## config.mk

```make
export PLATFORM = sky130hd
export DESIGN_NAME = sensor_packet_deframer_flat
export DESIGN_NICKNAME = d
export VERILOG_FILES = /design/src/rtl/core/spd_pkg.sv /design/src/rtl/core/spd_if.sv /design/src/rtl/core/spd_in_stage.sv /design/src/rtl/core/spd_core.sv /design/src/rtl/core/spd_out_reg.sv /design/src/rtl/core/sensor_packet_deframer.sv /design/src/flat_wrapper.sv
export SDC_FILE = /design/constraint.sdc
export NUM_CORES = 1
export LEC_CHECK = 0
export ABC_AREA = 0
export BUFFER_PORTS_ARGS = -buffer_cell sky130_fd_sc_hd__buf_4
export CORE_UTILIZATION = 35
export DETAILED_ROUTE_END_ITERATION = 16
export PLACE_DENSITY = 0.55
export SLEW_MARGIN = 20
export SYNTH_ARGS = -nofsm -noshare
export SYNTH_HDL_FRONTEND = slang
export SYNTH_SLANG_ARGS = --single-unit
export TNS_END_PERCENT = 30
```

## constraint.sdc

```tcl
create_clock -name clk -period 17.9 [get_ports clk]
set_input_delay 3.58 -clock clk [delete_from_list [all_inputs] [get_ports clk]]
set_output_delay 3.58 -clock clk [all_outputs]
set_load 0.01 [all_outputs]
```

## src/rtl/core/spd_pkg.sv

```systemverilog
// Package for the sensor packet deframer: phase codes, record and status
// codes, the result record type and the framing constants. No dependencies.
`default_nettype none

package spd_pkg;

  localparam logic [7:0]  HDR_HIGH     = 8'hEF;
  localparam logic [7:0]  HDR_LOW      = 8'h01;
  localparam logic [15:0] ADDR_BYTES   = 16'd4;
  localparam logic [15:0] LEN_OVERHEAD = 16'd2;

  typedef enum logic [3:0] {
    PH_HUNT_HI = 4'd0,
    PH_HUNT_LO = 4'd1,
    PH_ADDR    = 4'd2,
    PH_PID     = 4'd3,
    PH_LEN_HI  = 4'd4,
    PH_LEN_LO  = 4'd5,
    PH_PAYLOAD = 4'd6,
    PH_CK_HI   = 4'd7,
    PH_CK_LO   = 4'd8
  } phase_t;

  localparam logic       KIND_PAYLOAD = 1'b0;
  localparam logic       KIND_END     = 1'b1;

  localparam logic [1:0] ST_OK      = 2'd0;
  localparam logic [1:0] ST_BAD_SUM = 2'd1;
  localparam logic [1:0] ST_SHORT   = 2'd2;

  typedef struct packed {
    logic        record_kind;
    logic [7:0]  payload_byte;
    logic [15:0] payload_index;
    logic [7:0]  packet_id;
    logic [31:0] device_address;
    logic [15:0] frame_length;
    logic [1:0]  frame_status;
  } rec_t;

  // Input register contents handed to the deframer core.
  typedef struct packed {
    logic       valid;
    logic [7:0] data;
  } stage_t;

  // One result from the core: whether the byte produced a record, and the record.
  typedef struct packed {
    logic valid;
    rec_t rec;
  } res_t;

endpackage

`default_nettype wire

```

## src/rtl/core/spd_if.sv

```systemverilog
// Channel interfaces of the sensor packet deframer: received bytes in and
// records out, each with valid/ready. Standalone, no package needed.
`default_nettype none

interface spd_byte_if;
  logic       valid;
  logic       ready;
  logic [7:0] rx_byte;

  modport source (output valid, output rx_byte, input ready);
  modport sink   (input valid, input rx_byte, output ready);
endinterface

interface spd_rec_if;
  logic        valid;
  logic        ready;
  logic        record_kind;
  logic [7:0]  payload_byte;
  logic [15:0] payload_index;
  logic [7:0]  packet_id;
  logic [31:0] device_address;
  logic [15:0] frame_length;
  logic [1:0]  frame_status;

  modport source (output valid, output record_kind, output payload_byte,
                  output payload_index, output packet_id, output device_address,
                  output frame_length, output frame_status, input ready);
  modport sink   (input valid, input record_kind, input payload_byte,
                  input payload_index, input packet_id, input device_address,
                  input frame_length, input frame_status, output ready);
endinterface

`default_nettype wire

```

## src/rtl/core/spd_in_stage.sv

```systemverilog
// Input register of the deframer: takes one received byte per request.
// Depends on spd_pkg (stage_t) and spd_if (spd_byte_if).
`default_nettype none

module spd_in_stage
  import spd_pkg::*;
(
  input  wire logic   clk,
  input  wire logic   rst,
  spd_byte_if.sink    bytes,
  input  wire logic   step,
  output stage_t      stage
);

  // Accept when empty or when the held byte moves on this cycle.
  assign bytes.ready = !stage.valid || step;

  always_ff @(posedge clk) begin
    if (rst) begin
      stage.valid <= 1'b0;
    end else if (bytes.ready) begin
      stage.valid <= bytes.valid;
    end
  end

  always_ff @(posedge clk) begin
    if (bytes.ready && bytes.valid) begin
      stage.data <= bytes.rx_byte;
    end
  end

endmodule

`default_nettype wire

```

## src/rtl/core/spd_core.sv

```systemverilog
// Deframer core: phase machine, held frame fields and running checksum.
// Depends on spd_pkg.
`default_nettype none

module spd_core
  import spd_pkg::*;
(
  input  wire logic       clk,
  input  wire logic       rst,
  input  wire logic       step,
  input  wire logic [7:0] rx_data,
  output res_t            res
);

  phase_t      phase, phase_next;
  logic [15:0] byte_count, byte_count_next;
  logic [31:0] held_address, held_address_next;
  logic [7:0]  held_packet_id, held_packet_id_next;
  logic [15:0] held_length, held_length_next;
  logic [15:0] running_sum, running_sum_next;
  logic [7:0]  checksum_high, checksum_high_next;

  logic [15:0] count_inc;
  logic [15:0] len_low;
  logic [15:0] payload_len;

  assign count_inc   = byte_count + 16'd1;
  assign len_low     = {held_length[15:8], rx_data};
  assign payload_len = held_length - LEN_OVERHEAD;

  // Next phase.
  always_comb begin
    phase_next = phase;
    unique case (phase)
      PH_HUNT_HI: if (rx_data == HDR_HIGH) phase_next = PH_HUNT_LO;
      PH_HUNT_LO: begin
        if (rx_data == HDR_LOW) begin
          phase_next = PH_ADDR;
        end else if (rx_data != HDR_HIGH) begin
          phase_next = PH_HUNT_HI;
        end
      end
      PH_ADDR:    if (count_inc >= ADDR_BYTES) phase_next = PH_PID;
      PH_PID:     phase_next = PH_LEN_HI;
      PH_LEN_HI:  phase_next = PH_LEN_LO;
      PH_LEN_LO: begin
        if (len_low < LEN_OVERHEAD) begin
          phase_next = PH_HUNT_HI;
        end else if (len_low == LEN_OVERHEAD) begin
          phase_next = PH_CK_HI;
        end else begin
          phase_next = PH_PAYLOAD;
        end
      end
      PH_PAYLOAD: if (count_inc >= payload_len) phase_next = PH_CK_HI;
      PH_CK_HI:   phase_next = PH_CK_LO;
      PH_CK_LO:   phase_next = PH_HUNT_HI;
      default:    phase_next = PH_HUNT_HI;
    endcase
  end

  // Held fields, running sum and the record for this byte.
  always_comb begin
    byte_count_next     = byte_count;
    held_address_next   = held_address;
    held_packet_id_next = held_packet_id;
    held_length_next    = held_length;
    running_sum_next    = running_sum;
    checksum_high_next  = checksum_high;

    res.valid              = 1'b0;
    res.rec.record_kind    = KIND_PAYLOAD;
    res.rec.payload_byte   = 8'd0;
    res.rec.payload_index  = 16'd0;
    res.rec.packet_id      = held_packet_id;
    res.rec.device_address = held_address;
    res.rec.frame_length   = held_length;
    res.rec.frame_status   = ST_OK;

    unique case (phase)
      PH_HUNT_HI: ;
      PH_HUNT_LO: begin
        if (rx_data == HDR_LOW) begin
          byte_count_next   = 16'd0;
          held_address_next = 32'd0;
        end
      end
      PH_ADDR: begin
        held_address_next = {held_address[23:0], rx_data};
        byte_count_next   = count_inc;
      end
      PH_PID: begin
        held_packet_id_next = rx_data;
        running_sum_next    = {8'd0, rx_data};
      end
      PH_LEN_HI: begin
        held_length_next = {rx_data, 8'd0};
        running_sum_next = running_sum + {8'd0, rx_data};
      end
      PH_LEN_LO: begin
        held_length_next = len_low;
        running_sum_next = running_sum + {8'd0, rx_data};
        byte_count_next  = 16'd0;
        if (len_low < LEN_OVERHEAD) begin
          res.valid            = 1'b1;
          res.rec.record_kind  = KIND_END;
          res.rec.frame_length = len_low;
          res.rec.frame_status = ST_SHORT;
        end
      end
      PH_PAYLOAD: begin
        running_sum_next      = running_sum + {8'd0, rx_data};
        byte_count_next       = count_inc;
        res.valid             = 1'b1;
        res.rec.payload_byte  = rx_data;
        res.rec.payload_index = byte_count;
      end
      PH_CK_HI: checksum_high_next = rx_data;
      PH_CK_LO: begin
        res.valid            = 1'b1;
        res.rec.record_kind  = KIND_END;
        res.rec.frame_status = ({checksum_high, rx_data} == running_sum) ? ST_OK : ST_BAD_SUM;
      end
      default: ;
    endcase
  end

  always_ff @(posedge clk) begin
    if (rst) begin
      phase          <= PH_HUNT_HI;
      byte_count     <= 16'd0;
      held_address   <= 32'd0;
      held_packet_id <= 8'd0;
      held_length    <= 16'd0;
      running_sum    <= 16'd0;
      checksum_high  <= 8'd0;
    end else if (step) begin
      phase          <= phase_next;
      byte_count     <= byte_count_next;
      held_address   <= held_address_next;
      held_packet_id <= held_packet_id_next;
      held_length    <= held_length_next;
      running_sum    <= running_sum_next;
      checksum_high  <= checksum_high_next;
    end
  end

  // Records come only from the length, payload and checksum phases.
  a_res_phase: assert property (@(posedge clk) disable iff (rst)
    res.valid |-> (phase == PH_LEN_LO || phase == PH_PAYLOAD || phase == PH_CK_LO))
    else $error("record produced outside a record phase");

  // Payload indexes stay inside the announced payload.
  a_index_range: assert property (@(posedge clk) disable iff (rst)
    (phase == PH_PAYLOAD) |-> (byte_count < payload_len))
    else $error("payload index beyond frame length");

  // A short-length report always carries a length below two.
  a_short_len: assert property (@(posedge clk) disable iff (rst)
    (res.valid && res.rec.frame_status == ST_SHORT) |-> (res.rec.frame_length < LEN_OVERHEAD))
    else $error("short status with a valid length");

  // Leaving the checksum low phase always returns to the hunt.
  a_ck_return: assert property (@(posedge clk) disable iff (rst)
    (step && phase == PH_CK_LO) |=> (phase == PH_HUNT_HI))
    else $error("frame end did not restart the hunt");

endmodule

`default_nettype wire

```

## src/rtl/core/spd_out_reg.sv

```systemverilog
// Result register of the deframer: holds one record until it is taken.
// Depends on spd_pkg (res_t) and spd_if (spd_rec_if).
`default_nettype none

module spd_out_reg
  import spd_pkg::*;
(
  input  wire logic clk,
  input  wire logic rst,
  input  wire logic step,
  input  res_t      res,
  output logic      free,
  spd_rec_if.source records
);

  // Free when empty or when the held record is taken this cycle.
  assign free = !records.valid || records.ready;

  always_ff @(posedge clk) begin
    if (rst) begin
      records.valid <= 1'b0;
    end else if (step) begin
      records.valid <= res.valid;
    end else if (records.ready) begin
      records.valid <= 1'b0;
    end
  end

  always_ff @(posedge clk) begin
    if (step && res.valid) begin
      records.record_kind    <= res.rec.record_kind;
      records.payload_byte   <= res.rec.payload_byte;
      records.payload_index  <= res.rec.payload_index;
      records.packet_id      <= res.rec.packet_id;
      records.device_address <= res.rec.device_address;
      records.frame_length   <= res.rec.frame_length;
      records.frame_status   <= res.rec.frame_status;
    end
  end

endmodule

`default_nettype wire

```

## src/rtl/core/sensor_packet_deframer.sv

```systemverilog
// Sensor packet deframer top level: input register, deframer core, result register.
// A byte is held in the input register and its record in the result register.
// Throughput: one byte per cycle while the result register is free; the sum is 16-bit.
// No byte moves while a record waits; only a held record that is not taken
// stalls the input. Reset (rst, synchronous) empties both registers and
// returns the core to the header hunt with all held fields cleared.
// Depends on spd_pkg, spd_if, spd_in_stage, spd_core and spd_out_reg.
`default_nettype none

module sensor_packet_deframer
  import spd_pkg::*;
(
  input  wire logic clk,
  input  wire logic rst,
  spd_byte_if.sink  bytes,
  spd_rec_if.source records
);

  stage_t stage;
  res_t   res;
  logic   free;
  logic   step;

  // Advance the held byte when the result register can take its outcome.
  // A byte that causes no record still waits for a free result register.
  assign step = stage.valid && free;

  spd_in_stage u_in (
    .clk   (clk),
    .rst   (rst),
    .bytes (bytes),
    .step  (step),
    .stage (stage)
  );

  // Phase machine and frame fields; records come out combinationally per byte.
  spd_core u_core (
    .clk     (clk),
    .rst     (rst),
    .step    (step),
    .rx_data (stage.data),
    .res     (res)
  );

  // Hold each record until the downstream request completes.
  spd_out_reg u_out (
    .clk     (clk),
    .rst     (rst),
    .step    (step),
    .res     (res),
    .free    (free),
    .records (records)
  );

endmodule

`default_nettype wire

```

## src/flat_wrapper.sv

```systemverilog
// flat-port wrapper written by rule: the top's interface ports become plain ports
module sensor_packet_deframer_flat import spd_pkg::*;
  (clk, rst, bytes_valid, bytes_rx_byte, bytes_ready, records_valid, records_record_kind, records_payload_byte, records_payload_index, records_packet_id, records_device_address, records_frame_length, records_frame_status, records_ready);
  spd_byte_if bytes_i ();
  spd_rec_if records_i ();
  input  wire logic clk;
  input  wire logic rst;
  input wire logic [$bits(bytes_i.valid)-1:0] bytes_valid;
  input wire logic [$bits(bytes_i.rx_byte)-1:0] bytes_rx_byte;
  output wire logic [$bits(bytes_i.ready)-1:0] bytes_ready;
  output wire logic [$bits(records_i.valid)-1:0] records_valid;
  output wire logic [$bits(records_i.record_kind)-1:0] records_record_kind;
  output wire logic [$bits(records_i.payload_byte)-1:0] records_payload_byte;
  output wire logic [$bits(records_i.payload_index)-1:0] records_payload_index;
  output wire logic [$bits(records_i.packet_id)-1:0] records_packet_id;
  output wire logic [$bits(records_i.device_address)-1:0] records_device_address;
  output wire logic [$bits(records_i.frame_length)-1:0] records_frame_length;
  output wire logic [$bits(records_i.frame_status)-1:0] records_frame_status;
  input wire logic [$bits(records_i.ready)-1:0] records_ready;
  assign bytes_i.valid = bytes_valid;
  assign bytes_i.rx_byte = bytes_rx_byte;
  assign bytes_ready = bytes_i.ready;
  assign records_valid = records_i.valid;
  assign records_record_kind = records_i.record_kind;
  assign records_payload_byte = records_i.payload_byte;
  assign records_payload_index = records_i.payload_index;
  assign records_packet_id = records_i.packet_id;
  assign records_device_address = records_i.device_address;
  assign records_frame_length = records_i.frame_length;
  assign records_frame_status = records_i.frame_status;
  assign records_i.ready = records_ready;
  sensor_packet_deframer u_core (.clk(clk), .rst(rst), .bytes(bytes_i), .records(records_i));
endmodule
```

==> flow_summary.toml <==
[place]
gp_congestion = 0.821
place_area_um2 = 9500
port_buffers = 96
place_inst = 1190
dp_hpwl_mm = 13.5

[worst_setup_path]
cp_slowest_cell = "nor2b_1"
rrSetupSlack_ps = 13870
reg2reg_from = "u_core.u_core.held_length[9]$_SDFFE_PP0P_"
critPathMaxStageDelay_ps = 360
worstPathRequired_ps = 14320
critical_path_class = "input port to output port"
ff2ff_path_depth = 7
cp-start-kind = "input port"
r2r-end = "u_core.u_out.records.packet_id[1]$_DFFE_PP_"
path_common_cell = "buf_4"
startpoint = "records_ready"
arrival_ps = 4330
path_max_fanout = 5
endpoint_kind = "output port"
critical_path.cell_chain = "buf_4, nor2b_1, nand2_1, buf_4"

[final_layout]
n_fill_cell = 2285
regArea_um2 = 4770
multi_input_area_um2 = 3500
final_cells = 1223
area_delta_synth_final_pct = 19.1
antennaDiodeCount = 0
num-nets-final = 930
design_area_um2 = 10200
drive_gt1_share_pct = 16.6

[status]
status = "finished clean"

[floorplan]
die_w_um = 158
start_util_pct = 36.0
fp-row-count = 56
core_area_um2 = 23700
die_h_um = 158
die_area_um2 = 25000
ios = 97

[sta]
finalSetupViolations = 0
fin_crit_ps = 7910
tightest_slew_ps = 970
rsz0062_at_grt = "false"
max-slew-margin-rel_pct = 34.9
final.period_utilization_pct = 44.2
slew_viol_final = 0
clock.fmax_ghz = 0.126
timing.hold.ws_ps = 438
tns_ps = 0
fin_skew_ps = 16.1
finalHoldViolations = 0

[cts]
cts_resized = 0
cts-htree-levels = 4
cts_sinks = 193
clockBufferDepth = 2
hold_buffers = 0
clk_pin_slew_ps = 90
clk_latency_ps = 440
post-cts-setup-buffers = 0
cts_buffers = 17
cts_tree = "done"
clockRootBuffer = "clkbuf_16"

[routing]
vias_per_cell = 5.17
wl_met2_mm = 9.38
routed.top_layer = "met4"
wire_per_inst_um = 16.9
drt.antenna.violating_nets = 0
via_count = 6326
firstDrtPassIters = 5
wl_met1_mm = 10.2
drc_errors = 0
wl_mm = 20.7
drt-initial-drc-count = 442
wl_met3_um = 928

[global_routing]
grt-ovfl-total = 0
grt_pass1_wl_mm = 32.6
grt_max_degree = 63
grt_pass1_vias = 5854
grt_usage_pct = 17.1
antenna_found_initial = 0

[logic_synthesis]
yosys_warnings = 0
async_flop_share_pct = 0
syn_area_um2 = 8540
ys_top_cells_by_area = "edfxtp_1, dfxtp_1, nor2_1"
synth_ff_type = "dfxtp_1"
synth_cells = 825
synth_area_per_cell_um2 = 10.3
synth.ff_latch_count = 193
synth_top_area_cell = "edfxtp_1"
ys_seq_area_share_pct = 55.9
syn_nets = 864
synth_top_area_share_pct = 32.0
synth.distinct_cells = 60
synth-edff-count = 91

[pwr]
power.density_nw_per_um2 = 87.5
p_leak_nw = 4.04
peakVddDrop_uv = 54.5

[run]
maxCapViolations = 0

[hold_path]
holdCritPathClass = "flip-flop to flip-flop"
hp-start = "u_core.u_core.held_address[25]$_SDFFE_PP0P_"
hold_depth = 0
hold-path-endpoint = "u_core.u_out.records.device_address[25]$_DFFE_PP_"
-- power breakdown --
group / internal (W) / switching (W) / leakage, nW / total [W]
registers: 0.000459 / 0.00000659 / 1.74 / 0.000466
clock network: 0.000199 / 0.000208 / 0.313 / 0.000407
logic: 0.00000564 / 0.0000115 / 1.99 / 0.0000172
-- synth_stat cells, drive strengths merged, types with 5 or more instances --
cell type and n:
nor3 24, nand3b 5, mux2i 16, nand4 9, a31oi 5, buf 7, edfxtp 91, o21ai 29
nand2b 8, a211oi 5, nor4 13, and3 27, a21oi 56, nor2 101, dfxtp 102, nand3 35
nand2 50, clkbuf 49, nor2b 12, xnor2 30, ha 26, or3 12, inv 17, xor2 15
a22oi 33, a21o 6
-- critical path, delay by kind of cell --
kind | cells | cell delay, ps
AND/OR/NAND/NOR | 2 | 490
buffers and inverters | 2 | 270
-- worst max-delay path by stage --
stage	endpoint	slack, ps
floorplan	u_core.u_out.records.device_address[0]$_DFFE_PP_	9870
global placement	bytes_ready	10030
detailed placement	bytes_ready	9990
CTS	bytes_ready	9980
global route	bytes_ready	9880
finish	bytes_ready	9990
-- metal layers --
layer	vias to the layer above	track usage, %
met1	3014	24.4
li1	3123	-
met4	0	4.95
met3	13	3.12
met2	176	26.3
met5	-	0
-- layout make-up --
class,instances,share of cell area [%]
Sequential cell,193,47.0
Clock buffer,17,4.18
Timing Repair Buffer,103,7.61
Clock inverter,15,2.24
Multi-Input combinational cell,559,34.5
Tap cell,319,3.93
Inverter,17,0.628
-- state kept, by name (all words and copies together), names as in the netlist, 4 cells and up --
| register | flops |
|---|---|
| u_core.u_core.phase | 4 |
| u_core.u_out.records.payload_byte | 8 |
| u_core.u_core.held_length | 16 |
| u_core.u_core.held_address | 32 |
| u_core.u_core.checksum_high | 8 |
| u_core.u_out.records.packet_id | 8 |
| u_core.u_core.held_packet_id | 8 |
| u_core.u_in.stage | 9 |
| u_core.u_core.running_sum | 16 |
| u_core.u_out.records.payload_index | 16 |
| u_core.u_core.byte_count | 16 |
| u_core.u_out.records.device_address | 32 |
| u_core.u_out.records.frame_length | 16 |
-- cell usage in the layout (no fill, tap or decap), types with 16 or more instances in the layout --
| master | n |
|---|---|
| clkbuf_16 | 17 |
| xnor2_1 | 30 |
| ha_1 | 26 |
| mux2i_1 | 16 |
| dfxtp_1 | 102 |
| edfxtp_1 | 91 |
| buf_4 | 103 |
| a21oi_1 | 56 |
| o21ai_0 | 25 |
| and3_1 | 27 |
| nor3_1 | 24 |
| nand3_1 | 35 |
| inv_1 | 17 |
| nand2_1 | 49 |
| a22oi_1 | 33 |
| nor2_1 | 99 |
-- metrics by stage --
step | total power (W) | worst slack, ps | utilization, %
finish | 0.000890 | 9990 | 42.9
global route | 0.000921 | 9880 | 42.9
CTS | 0.000901 | 9980 | 42.9
detailed placement | 0.000493 | 9990 | 40.1
global placement | 0.000493 | 10030 | 40.1
floorplan | 0.000484 | 9870 | -
-- cells by family (layout without fill, tap and decap cells) --
logic type               Yosys count  in the layout  synth area share, %
multiplexers                      17             17                 2.01
adder cells (fa/ha/maj)           27             27                 4.05
AND/OR/NAND/NOR                  311            311                 18.1
XOR/XNOR                          45             45                 4.62
AO/OA/AOI/OAI                    159            159                 12.0
buffers and inverters             73            152                 3.31
flip-flops                       193            193                 55.9
No activity file was read; power rests on OpenSTA's default activity.
